## config.mk

```make
export PLATFORM = sky130hd
export DESIGN_NAME = tcgi_cmp
export DESIGN_NICKNAME = d
export VERILOG_FILES = /design/src/rtl/tcgi_pkg.sv /design/src/rtl/tcgi_cmp.sv
export SDC_FILE = /design/constraint.sdc
export NUM_CORES = 1
export LEC_CHECK = 0
export ABC_CLOCK_PERIOD_IN_PS = 4100
export BUFFER_PORTS_ARGS = -buffer_cell sky130_fd_sc_hd__clkbuf_2
export CAP_MARGIN = 30
export CORE_ASPECT_RATIO = 0.8
export CORE_MARGIN = 3
export CORE_UTILIZATION = 49
export DETAILED_ROUTE_END_ITERATION = 6
export PLACE_DENSITY = 0.84
export SETUP_SLACK_MARGIN = 0.3
export SLEW_MARGIN = 20
export SYNTH_ARGS = -nofsm -noshare
export SYNTH_HDL_FRONTEND = slang
export SYNTH_SLANG_ARGS = --single-unit
```

## constraint.sdc

```tcl
create_clock -name vclk -period 4.1
set_clock_uncertainty 0.15 [all_clocks]
set_input_delay 0 -clock vclk [all_inputs]
set_output_delay 0 -clock vclk [all_outputs]
set_load 0.005 [all_outputs]
```

## src/rtl/tcgi_pkg.sv

```systemverilog
// Shared constants and types for the greedy insertion block that builds cycles A and B.
`default_nettype none
package tcgi_pkg;
    localparam int MAX_NODES  = 64;
    localparam int MIN_NODES  = 4;
    localparam int NODE_W     = 6;
    localparam int DIST_W     = 16;
    localparam int DADDR_W    = 2 * NODE_W;
    localparam int POS_W      = 5;
    localparam int LEN_W      = POS_W + 1;
    localparam int CNT_W      = NODE_W + 1;
    localparam int SUM_W      = DIST_W + 1;
    localparam int VAL_W      = DIST_W + 2;
    localparam int LADDR_W    = POS_W + 1;

    // register word index and opcode values
    localparam logic       REG_NODE_COUNT = 1'b0;
    localparam logic [0:0] OP_WRITE       = 1'b0;
    localparam logic [0:0] OP_RUN         = 1'b1;
    localparam logic [CNT_W-1:0] NODE_COUNT_RST = CNT_W'(MAX_NODES);

    // request to the shared add/compare unit
    typedef struct packed {
        logic [SUM_W-1:0]        a;
        logic [DIST_W-1:0]       b;
        logic [DIST_W-1:0]       c;
        logic signed [VAL_W-1:0] best;
        logic                    have;
        logic                    far;
    } t_cmp_req;
endpackage
`default_nettype wire

```

## src/rtl/tcgi_cmp.sv

```systemverilog
// Shared add/subtract and compare unit: val = a + b - c, take if better than best.
`default_nettype none
module tcgi_cmp
    import tcgi_pkg::*;
(
    input  wire t_cmp_req                i_req,
    output logic signed [VAL_W-1:0]      o_val,
    output logic                         o_take
);
    always_comb begin
        o_val  = $signed({1'b0, i_req.a}) + $signed({2'b00, i_req.b})
                 - $signed({2'b00, i_req.c});
        // first candidate always wins; later ones only when strictly better
        o_take = !i_req.have || (i_req.far ? (o_val > i_req.best) : (o_val < i_req.best));
    end
endmodule
`default_nettype wire

```

# Word level (Yosys, flattened, before mapping)
# Index checks and enable logic that the tools add are counted.
# W data, S select, Z words.
op_classes:
  n_addsub: 2
  multipliers: 0
  n_div: 0
  magnitude_cmp: 2
  n_eq_ne: 0
  shift: 0
  n_mux: 1
  n_bitwise: 0
  reduce_logical: 2
op_table:
  columns: ["op", "n"]
  rows:
  - ["$add A17 B16 Y18", 1]
  - ["$gt A18 B18 Y1", 1]
  - ["$lt A18 B18 Y1", 1]
  - ["$sub A18 B17 Y18", 1]
  - ["$logic_not A1 Y1", 1]
  - ["$logic_or A1 B1 Y1", 1]
  - ["$mux W1", 1]
totals:
  regBits: 0
  latchBits: 0
  ramBits: 0
  romBits: 0
  output_inout_bits: 19
  n_memories: 0

# Depth between registers and ports, before layout
# Gate-level depths: netlist of the first run.
logic_depth:
  ltp_word: 5
  mapped_depth: 21
  depth_no_buf: 21

# Least setup slack after synthesis of the first run
# Ideal clock, no wire load.
synth_path:
  path_kind: "input-to-output"
  from: "in i_req[38] in the netlist's numbering"
  to: "out o_take"
  arrival_time_ps: 3447
  required_time_ps: 3950
  slack_ps: 503
  stages: 17
  cell_sequence: "inv_1 fa_1 inv_1 ha_1 nor2b_4 o31a_1 o21ai_2 a31oi_2 and3_1 o41a_1 xnor2_1 ha_1 and3_1 nand2_1 or4_1 nand3_1 o211ai_1"
synth_between:
  elab_chain_len: 5
  word_cells_on_any_way: 6
  classes_between: "add/sub: 2; order compare: 2; mux: 1; reduce/logical: 1"
synth_rtl:
  columns: ["item", "line_no", "rtl"]
  rows:
  - ["from (decl)", "tcgi_cmp.sv:6", "input wire t_cmp_req i_req,"]
  - ["$add A17 B16 Y18 *", "tcgi_cmp.sv:11", "o_val = $signed({1'b0, i_req.a}) + $signed({2'b00, i_req.b})"]
  - ["$sub A18 B17 Y18 *", "tcgi_cmp.sv:12", "- $signed({2'b00, i_req.c});"]
  - ["net o_val[16]", "tcgi_cmp.sv:7", "output logic signed [VAL_W-1:0] o_val,"]
  - ["$lt A18 B18 Y1 or $gt A18 B18 Y1 (tied branches)", "tcgi_cmp.sv:14", "o_take = !i_req.have || (i_req.far ? (o_val > i_req.best) : (o_val < i_req.best));"]
  - ["$mux W1 *", "tcgi_cmp.sv:14", null]
  - ["$logic_or A1 B1 Y1 *", "tcgi_cmp.sv:14", null]
  - ["to (decl)", "tcgi_cmp.sv:8", "output logic o_take"]
# The timed path passes the listed nets; every way through them passes the cells marked *.

# Worst setup path in the final report of the first run
layout_path:
  from: "in i_req[22] in the netlist's numbering"
  to: "out o_take"
layout_between:
  elab_chain_len: 4
  word_cells_on_any_way: 5
  classes_between: "add/sub: 1; order compare: 2; mux: 1; reduce/logical: 1"
layout_rtl:
  columns: ["item", "line_no"]
  rows:
  - ["$sub A18 B17 Y18 *", "tcgi_cmp.sv:12"]
  - ["$lt A18 B18 Y1 or $gt A18 B18 Y1 (tied branches)", "tcgi_cmp.sv:14"]
  - ["$mux W1 *", "tcgi_cmp.sv:14"]
  - ["$logic_or A1 B1 Y1 *", "tcgi_cmp.sv:14"]
# Every way passes the cells marked *; elsewhere a longest branch is shown, timed or not.

==> results_dict.tcl, run 1 <==
set metrics [dict create \
    cts-hold-fix-buffers 0 \
    first_iter_violations 68 \
    overflow 0 \
    holdPathStages 3 \
    p_seq_share_pct 0 \
    ys_warn_count 0 \
    setup-tns-final_ps 0 \
    p_leak_nw 1.538 \
    synth_area_per_cell_sq_um 7.215 \
    synth_cells 244 \
    num_rows 18 \
    cp_num_buf_inv 4 \
    synthTopCellsByArea "ha_1 (26%), inv_1 (19%), fa_1 (18%)" \
    grtUsageTotal_pct 19.94 \
    diodes 0 \
    dp_slack_ps 92.57 \
    p_switching_w 0.0003845 \
    syn-cell-area_sq_um 1760 \
    synth.most_common_cell "inv_1" \
    p_int_w 0.0003681 \
    drive_above_1_share_pct 36.15 \
    p_sw_share_pct 51.09 \
    wl_per_cell_microns 11.29 \
    place_hpwl_microns 3749 \
    synth_fp_nets 365 \
    crit_family "adder cells" \
    ys_types 33 \
    vias 1892 \
    crit_path_max_fanout 2 \
    fin_ws_ps 267.8 \
    nNetsFinal 466 \
    max_slew_margin_pct 77.41 \
    cp.arrival_ps 3680 \
    cp.depth 19 \
    cp_slowest_cell "fa_1" \
    fp.coreArea_sq_um 3266 \
    ys_seq_area_share_pct 0 \
    die-area_sq_um 4352 \
    remaining_drc_errors 0 \
    critPathRequiredTime_ps 3950 \
    comb_power_share_pct 100.0 \
    status "completed" \
    hp-class "input port to primary output" \
    gp_congestion 0.8446 \
    grt_pass1_wl_microns 7314 \
    critPathLaunchType "input port" \
    synth_common_cells "inv_1 (89), ha_1 (36), fa_1 (16)" \
    initial_core_util_pct 53.91 \
    slew_viol_final 0 \
    wirelength_microns 4324 \
    drt_first_pass_iters 4 \
    syn_to_final_growth_pct 39.52 \
    setup_viol 0 \
    fmax_mhz 261.0 \
    die_w_microns 73.02 \
    ff_latch_area_sq_um 0 \
    synth_top_area_share_pct 25.59 \
    vdd_drop_max_mv 0.1868 \
    rsz0062_at_grt "true" \
    clock_buffers 0 \
    final_area_sq_um 2456 \
    viasPerCell 4.940 \
    period_needed_ps 3832 \
    grt_max_degree 7 \
    fillerInstances 260 \
    fp.dieH_microns 59.61 \
    io_buffers 88 \
    nFlopsAndLatches 0 \
    hold_viol 0 \
    power.density_nw_per_um2 306.4 \
    synth_top_area_cell "ha_1" \
    p_clk_share_pct 0 \
    period_share_pct 93.47 \
    maxCapViolations 0 \
    crit_chain "clkbuf_2, fa_1, inv_2, ha_4, nor2b_4, o31a_1, o21ai_2, buf_4, a31oi_4, and3_4, o41a_1, xnor2_2, ha_1, and3_4, nand2_1, or4_1, nand3_1, o211ai_1, buf_2" \
    slowest_delay_ps 550 \
    cp-end-kind "primary output" \
    first_global_vias 1914 \
    tightestPinTransition_ps 336.0 \
    placement.cell_area_sq_um 2273 \
    antenna_left 0 \
    ioPinCount 88 \
    crit_top_cell "and3_4" \
    antenna_found_initial 0 \
    worstSetupPathType "input port to primary output" \
]
[what timing repair did]
action,4_1_cts,5_1_grt
pin swaps,23,16
setup buffers,5,3
resized for setup,19,8
endpoints found under the setup margin,1,1
[layer usage]
layer  routed length, microns  global-route usage (%)  vias to the layer above
met1                     1833                   25.69                      837
met4                       22                  0.7895                        0
met3                      375                   1.864                        4
met5                        0                       0                        -
met2                     2092                   37.71                       77
li1                         -                       -                      974
[power by group through the flow]
stage	sequential [W]	clock, W	combinational, W
after floorplan	0	0	0.000433
after global placement	0	0	0.000637
after detailed placement	0	0	0.000649
after CTS	0	0	0.000726
after global routing	0	0	0.000845
final	0	0	0.000753
[cell type report]
cell class                      instances  area (sq um)  area share (%)
Timing Repair Buffer                   99         523.0           21.29
Multi-Input combinational cell        155          1549           63.07
Inverter                               89         334.1           13.60
Tap cell                               40         50.05           2.038
[stage by stage]
step	power, W	hold slack [ps]	utilization (%)	cells
finish	0.0007525	114.1	75.21	383
global route	0.0008445	127.9	75.21	383
CTS	0.0007265	120.4	73.87	380
detailed placement	0.0006492	114.3	69.62	375
global placement	0.0006366	104.7	69.62	375
floorplan	0.0004330	-75.40	-	244
[layout by cell type, fill, tap and decap left out, types with 2 or more instances in the layout]
cell type	instances
a21oi_1	7
xor2_1	3
o21ai_2	2
ha_1	30
a21oi_2	3
and3_4	2
o211ai_1	3
ha_4	4
a211oi_2	3
o21ai_1	5
a211oi_1	3
nand4_1	3
o21a_1	4
nand2_1	9
xnor2_1	10
a31oi_1	2
o21ai_0	4
inv_1	87
ha_2	2
nand3_1	2
fa_1	15
a21o_1	7
nor2_1	14
clkbuf_2	87
inv_2	2
buf_4	11
[cell families after synthesis]
kind of cell | Yosys count | synth area share (%)
AOI/OAI and AO/OA | 53 | 20.61
xor gates and xnor gates | 14 | 6.965
adders and majority gates | 52 | 43.78
buffers and inverters | 89 | 18.98
and+or+nand+nor | 36 | 9.666
[worst min-delay path, stage by stage]
cell	delay, ps
clkbuf_2	80
o211ai_1	70
buf_2	120
[worst paths after layout]
check	startpoint	end	slack, ps
setup / recovery	i_req[22]	o_take	270
hold / removal	i_req[1]	o_take	110
(Power assumes the default switching activity.)
==> run 2, diff against run 1 <==
--- a/config.mk
+++ b/config.mk
@@ -5,12 +5,13 @@
 export SDC_FILE = /design/constraint.sdc
 export NUM_CORES = 1
 export LEC_CHECK = 0
+export ABC_AREA = 1
 export ABC_CLOCK_PERIOD_IN_PS = 4100
 export BUFFER_PORTS_ARGS = -buffer_cell sky130_fd_sc_hd__clkbuf_2
 export CAP_MARGIN = 30
 export CORE_ASPECT_RATIO = 0.8
 export CORE_MARGIN = 3
-export CORE_UTILIZATION = 49
+export CORE_UTILIZATION = 51
 export DETAILED_ROUTE_END_ITERATION = 6
 export PLACE_DENSITY = 0.84
 export SETUP_SLACK_MARGIN = 0.3
==> results_dict.tcl, run 2 <==
set metrics [dict create \
    fp.dieH_microns 61.79 \
    clock_buffers 0 \
    grt_pass1_wl_microns 8155 \
    antenna_left 0 \
    wirelength_microns 4652 \
    gr-max-usage-layer "met2" \
    syn-cell-area_sq_um 1984 \
    synth_fp_nets 448 \
    tightestPinTransition_ps 314.8 \
    vdd_drop_max_mv 0.1303 \
    cp-end-kind "primary output" \
    ys_types 23 \
    critPathRequiredTime_ps 3950 \
    hp-class "input port to primary output" \
    crit_chain "clkbuf_2, fa_1, inv_1, ha_1, a21o_1, or2_1, a21o_1, nand2_1, nand2_1, xor2_1, ha_1, a21o_1, nor2_1, nand3_1, nand2_1, nand2_1, nand2_1, nand3_1, nand3_1, clkbuf_2" \
    worstSetupPathType "input port to primary output" \
    cp.depth 20 \
    power.density_nw_per_um2 276.9 \
    syn_to_final_growth_pct 25.47 \
    cts.repair.resized 0 \
    wl_per_cell_microns 9.961 \
    fin_util_pct 69.36 \
    final_common_cell "inv_1" \
    period_share_pct 82.57 \
    p_leak_nw 1.755 \
    cp_num_buf_inv 3 \
    cts-hold-fix-buffers 0 \
    critPathLaunchType "input port" \
    vias 2138 \
    met2_usage_pct 40.12 \
    synth.most_common_cell "inv_1" \
    setup_viol 0 \
    ys_warn_count 0 \
    drive_above_1_share_pct 22.89 \
    maxCapViolations 0 \
    period_needed_ps 3386 \
    io_buffers 88 \
    max_slew_margin_pct 78.91 \
    ys_seq_area_share_pct 0 \
    fp.coreArea_sq_um 3590 \
    postCtsSetupBuffers 0 \
    layout_common_cells "inv_1 (111), clkbuf_2 (88), nand2_1 (71)" \
    cp_slowest_cell "fa_1" \
    grt_use_met1_pct 28.02 \
    remaining_drc_errors 0 \
    fmax_mhz 295.4 \
    nNetsFinal 538 \
    gp_congestion 0.8879 \
    status "completed" \
    crit_path_max_fanout 5 \
    grt_max_degree 6 \
    use_met3_pct 0.6431 \
    place_hpwl_microns 4415 \
    slew_viol_final 0 \
    diodes 0 \
    drt_first_pass_iters 4 \
    first_iter_violations 51 \
    crit_family "adder cells" \
    viasPerCell 4.578 \
    setup-tns-final_ps 0 \
    crit_top_cell "nand2_1" \
    slowest_delay_ps 520 \
    synth_cells 327 \
    die_w_microns 75.74 \
    synth_top_area_cell "ha_1" \
    die-area_sq_um 4680 \
    grtUsageTotal_pct 21.28 \
    synth_top_area_share_pct 22.70 \
    synthTopCellsByArea "ha_1 (23%), inv_1 (21%), fa_1 (16%)" \
    antenna_found_initial 0 \
    synth_area_per_cell_sq_um 6.069 \
    nFlopsAndLatches 0 \
    first_global_vias 2093 \
    synth_common_cells "inv_1 (111), nand2_1 (71), ha_1 (36)" \
    rsz0062_at_grt "false" \
    initial_core_util_pct 55.28 \
    overflow 0 \
    cp.arrival_ps 3240 \
    holdPathStages 3 \
    num_rows 19 \
    ff_latch_area_sq_um 0 \
    hold_viol 0 \
    ioPinCount 88 \
]
[run 2: kinds of logic after synthesis]
family                     synth area share, %
and+or+nand+nor                          24.34
buffers and inverters                    21.56
AOI/OAI and AO/OA                        10.40
xor gates and xnor gates                 4.855
adders and majority gates                38.84
[run 2: stage by stage]
step / setup slack (ps) / total power [W] / std cells / hold WS, ps / area [sq um]
after floorplan: 1211 / 0.0004697 / 327 / -79.27 / 1984
after global placement: 869.2 / 0.0006662 / 467 / 101.5 / 2490
after detailed placement: 724.4 / 0.0006920 / 467 / 101.5 / 2490
after CTS: 722.6 / 0.0006955 / 467 / 103.1 / 2490
after global routing: 411.8 / 0.0008116 / 467 / 114.3 / 2490
final: 714.5 / 0.0006893 / 467 / 103.6 / 2490
[run 2: worst paths after layout]
kind,slack (ps),end,from
min,100,o_take,i_req[1]
max,710,o_take,i_req[24]
[run 2: final cells by class]
| class | instances | area (sq um) |
|---|---|---|
| fillers | 332 | 1100 |
| repair buffers | 88 | 440.4 |
| well taps | 52 | 65.06 |
| multi-input cells | 213 | 1556 |
| inverters | 114 | 427.9 |
[run 2: metal layers]
| layer | wire, microns | up-vias |
|---|---|---|
| li1 | - | 1153 |
| met1 | 2116 | 914 |
| met2 | 2248 | 69 |
| met3 | 273 | 2 |
| met4 | 13 | 0 |
| met5 | 0 | - |
[run 2: tightest hold or removal path: stages]
cell and delay, ps:
clkbuf_2 80, nand3_1 70, clkbuf_2 110
[run 2: where the power goes]
group,internal [W],total [W],switching [W]
Sequential,0,0,0
Clock,0,0,0
Combinational,0.000288,0.000689,0.000402
==> run 3, diff against run 2 <==
--- a/config.mk
+++ b/config.mk
@@ -5,15 +5,15 @@
 export SDC_FILE = /design/constraint.sdc
 export NUM_CORES = 1
 export LEC_CHECK = 0
-export ABC_AREA = 1
-export ABC_CLOCK_PERIOD_IN_PS = 4100
+export ABC_AREA = 0
+export ABC_CLOCK_PERIOD_IN_PS = 2820
 export BUFFER_PORTS_ARGS = -buffer_cell sky130_fd_sc_hd__clkbuf_2
 export CAP_MARGIN = 30
 export CORE_ASPECT_RATIO = 0.8
 export CORE_MARGIN = 3
-export CORE_UTILIZATION = 51
+export CORE_UTILIZATION = 44
 export DETAILED_ROUTE_END_ITERATION = 6
-export PLACE_DENSITY = 0.84
+export PLACE_DENSITY = 0.79
 export SETUP_SLACK_MARGIN = 0.3
 export SLEW_MARGIN = 20
 export SYNTH_ARGS = -nofsm -noshare
==> constraint.sdc (replaced) <==
create_clock -name vclk -period 2.82
set_clock_uncertainty 0.15 [all_clocks]
set_input_delay 0 -clock vclk [all_inputs]
set_output_delay 0 -clock vclk [all_outputs]
set_load 0.005 [all_outputs]
==> results_dict.tcl, run 3 (synthesis results as in run 1) <==
set metrics [dict create \
    hold_ws_ps 120.9 \
    violations "setup timing" \
    period_share_pct 146.1 \
    fmax_mhz 242.7 \
    hold_start "i_req[1]" \
    antenna_found_initial 0 \
    place_hpwl_microns 4367 \
    p_total_w 0.001776 \
    diodes 0 \
    rsz0062_at_grt "true" \
    min_to "o_take" \
    grtUsageTotal_pct 22.07 \
    maxCapViolations 0 \
    ff_latch_area_sq_um 0 \
    hold_viol 0 \
    nNetsFinal 524 \
    die-area_sq_um 4801 \
    period_needed_ps 4120 \
    initial_core_util_pct 48.40 \
    wirelength_microns 6950 \
    drt_first_pass_iters 4 \
    cp.depth 20 \
    max_slew_margin_pct 77.82 \
    io_buffers 88 \
    layout_common_cells "inv_1 (78), clkbuf_2 (73), buf_4 (61)" \
    cp.arrival_ps 3970 \
    cp-end-kind "primary output" \
    drive_above_1_share_pct 53.37 \
    fp.dieH_microns 62.58 \
    fin_ws_ps -1300 \
    power.density_nw_per_um2 548.7 \
    remaining_drc_errors 0 \
    final_area_sq_um 3237 \
    ioPinCount 88 \
    crit_family "compound AO/OA/AOI/OAI gates" \
    fillerInstances 172 \
    first_global_vias 2166 \
    antenna_left 0 \
    setup-tns-final_ps -1564 \
    cp_num_buf_inv 3 \
    clock_buffers 0 \
    crit_path_max_fanout 2 \
    worstSetupPathType "input port to primary output" \
    num_rows 19 \
    crit_chain "buf_6, fa_1, buf_6, fa_2, nor2b_4, o31a_1, o21ai_2, nand2_1, a21o_1, a211oi_2, nor2_2, ha_2, a211oi_2, nor2_1, a2111oi_2, o211ai_1, xnor2_1, nand3_1, o211ai_1, buf_2" \
    critPathLaunchType "input port" \
    slowest_delay_ps 560 \
    fp.coreArea_sq_um 3637 \
    hp-class "input port to primary output" \
    first_iter_violations 191 \
    wl_per_cell_microns 15.34 \
    grt_max_degree 6 \
    vdd_drop_max_mv 0.3980 \
    die_w_microns 76.72 \
    viasPerCell 5.128 \
    p_leak_nw 1.896 \
    tightestPinTransition_ps 329.3 \
    placement.cell_area_sq_um 2724 \
    overflow 0 \
    cp_slowest_cell "fa_1" \
    setup_viol 3 \
    critPathRequiredTime_ps 2670 \
    cts-hold-fix-buffers 0 \
    syn_to_final_growth_pct 83.87 \
    holdPathStages 3 \
    grt_pass1_wl_microns 9149 \
    status "complete, but fails checks" \
    slew_viol_final 0 \
    final_common_cell "inv_1" \
    nFlopsAndLatches 0 \
    vias 2323 \
    gp_congestion 0.8359 \
]
## run 3: changes by cell type in the layout (fill, tap and decap cells not counted), sizes merged, moves of 5 or more
cell | previous run | this run
a211oi | 0 | 6
a21oi | 20 | 10
xnor2 | 3 | 11
xor2 | 8 | 3
clkbuf | 88 | 74
nand2 | 71 | 9
o21ai | 5 | 11
inv | 114 | 89
nand3 | 22 | 2
buf | 0 | 83
## run 3: metal layers
layer	GRT usage, %	wire [microns]	vias to the layer above
li1	-	-	1090
met1	27.10	2749	1105
met2	41.74	3650	110
met3	1.585	373	18
met4	4.751	177	0
met5	0	0	-
## run 3: worst min-delay path: cells and delay by family
family                 cells  cell delay [ps]
AO/OA/AOI/OAI              1               70
buffers and inverters      2              200
## run 3: worst max path at each step
stage | from | to | slack [ps]
4_1_cts | i_req[21] | o_take | -940
6_report | i_req[21] | o_take | -1300
3_5_place_dp | i_req[38] | o_take | -1110
3_3_place_gp | i_req[38] | o_take | -1040
5_1_grt | i_req[21] | o_take | -1490
2_1_floorplan | i_req[38] | o_take | -570
## run 3: repair_timing
action                                  CTS  global route
gates resized for setup                  38            41
pin swaps                                27            24
buffers inserted                          6            12
endpoints found under the setup margin   10            10
cloned                                    0             0
## run 3: metrics by stage
stage	setup WS (ps)	std cells	util, %
2_1_floorplan	-572.1	244	-
3_3_place_gp	-1041	435	74.89
3_5_place_dp	-1108	435	74.89
4_1_cts	-944.4	441	80.50
5_1_grt	-1491	453	88.99
6_report	-1300	453	88.99
## run 3: cell type report
cell class | count | area (sq um) | share of cell area (%)
timing repair buffer | 157 | 1087 | 33.59
inverter | 89 | 341.6 | 10.55
multi-input combinational | 155 | 1743 | 53.85
tap | 52 | 65.06 | 2.010
## run 3: power by group
part	leakage, nW	internal, W	switching [W]
logic	1.90	0.000963	0.000813
registers	0	0	0
clock network	0	0	0
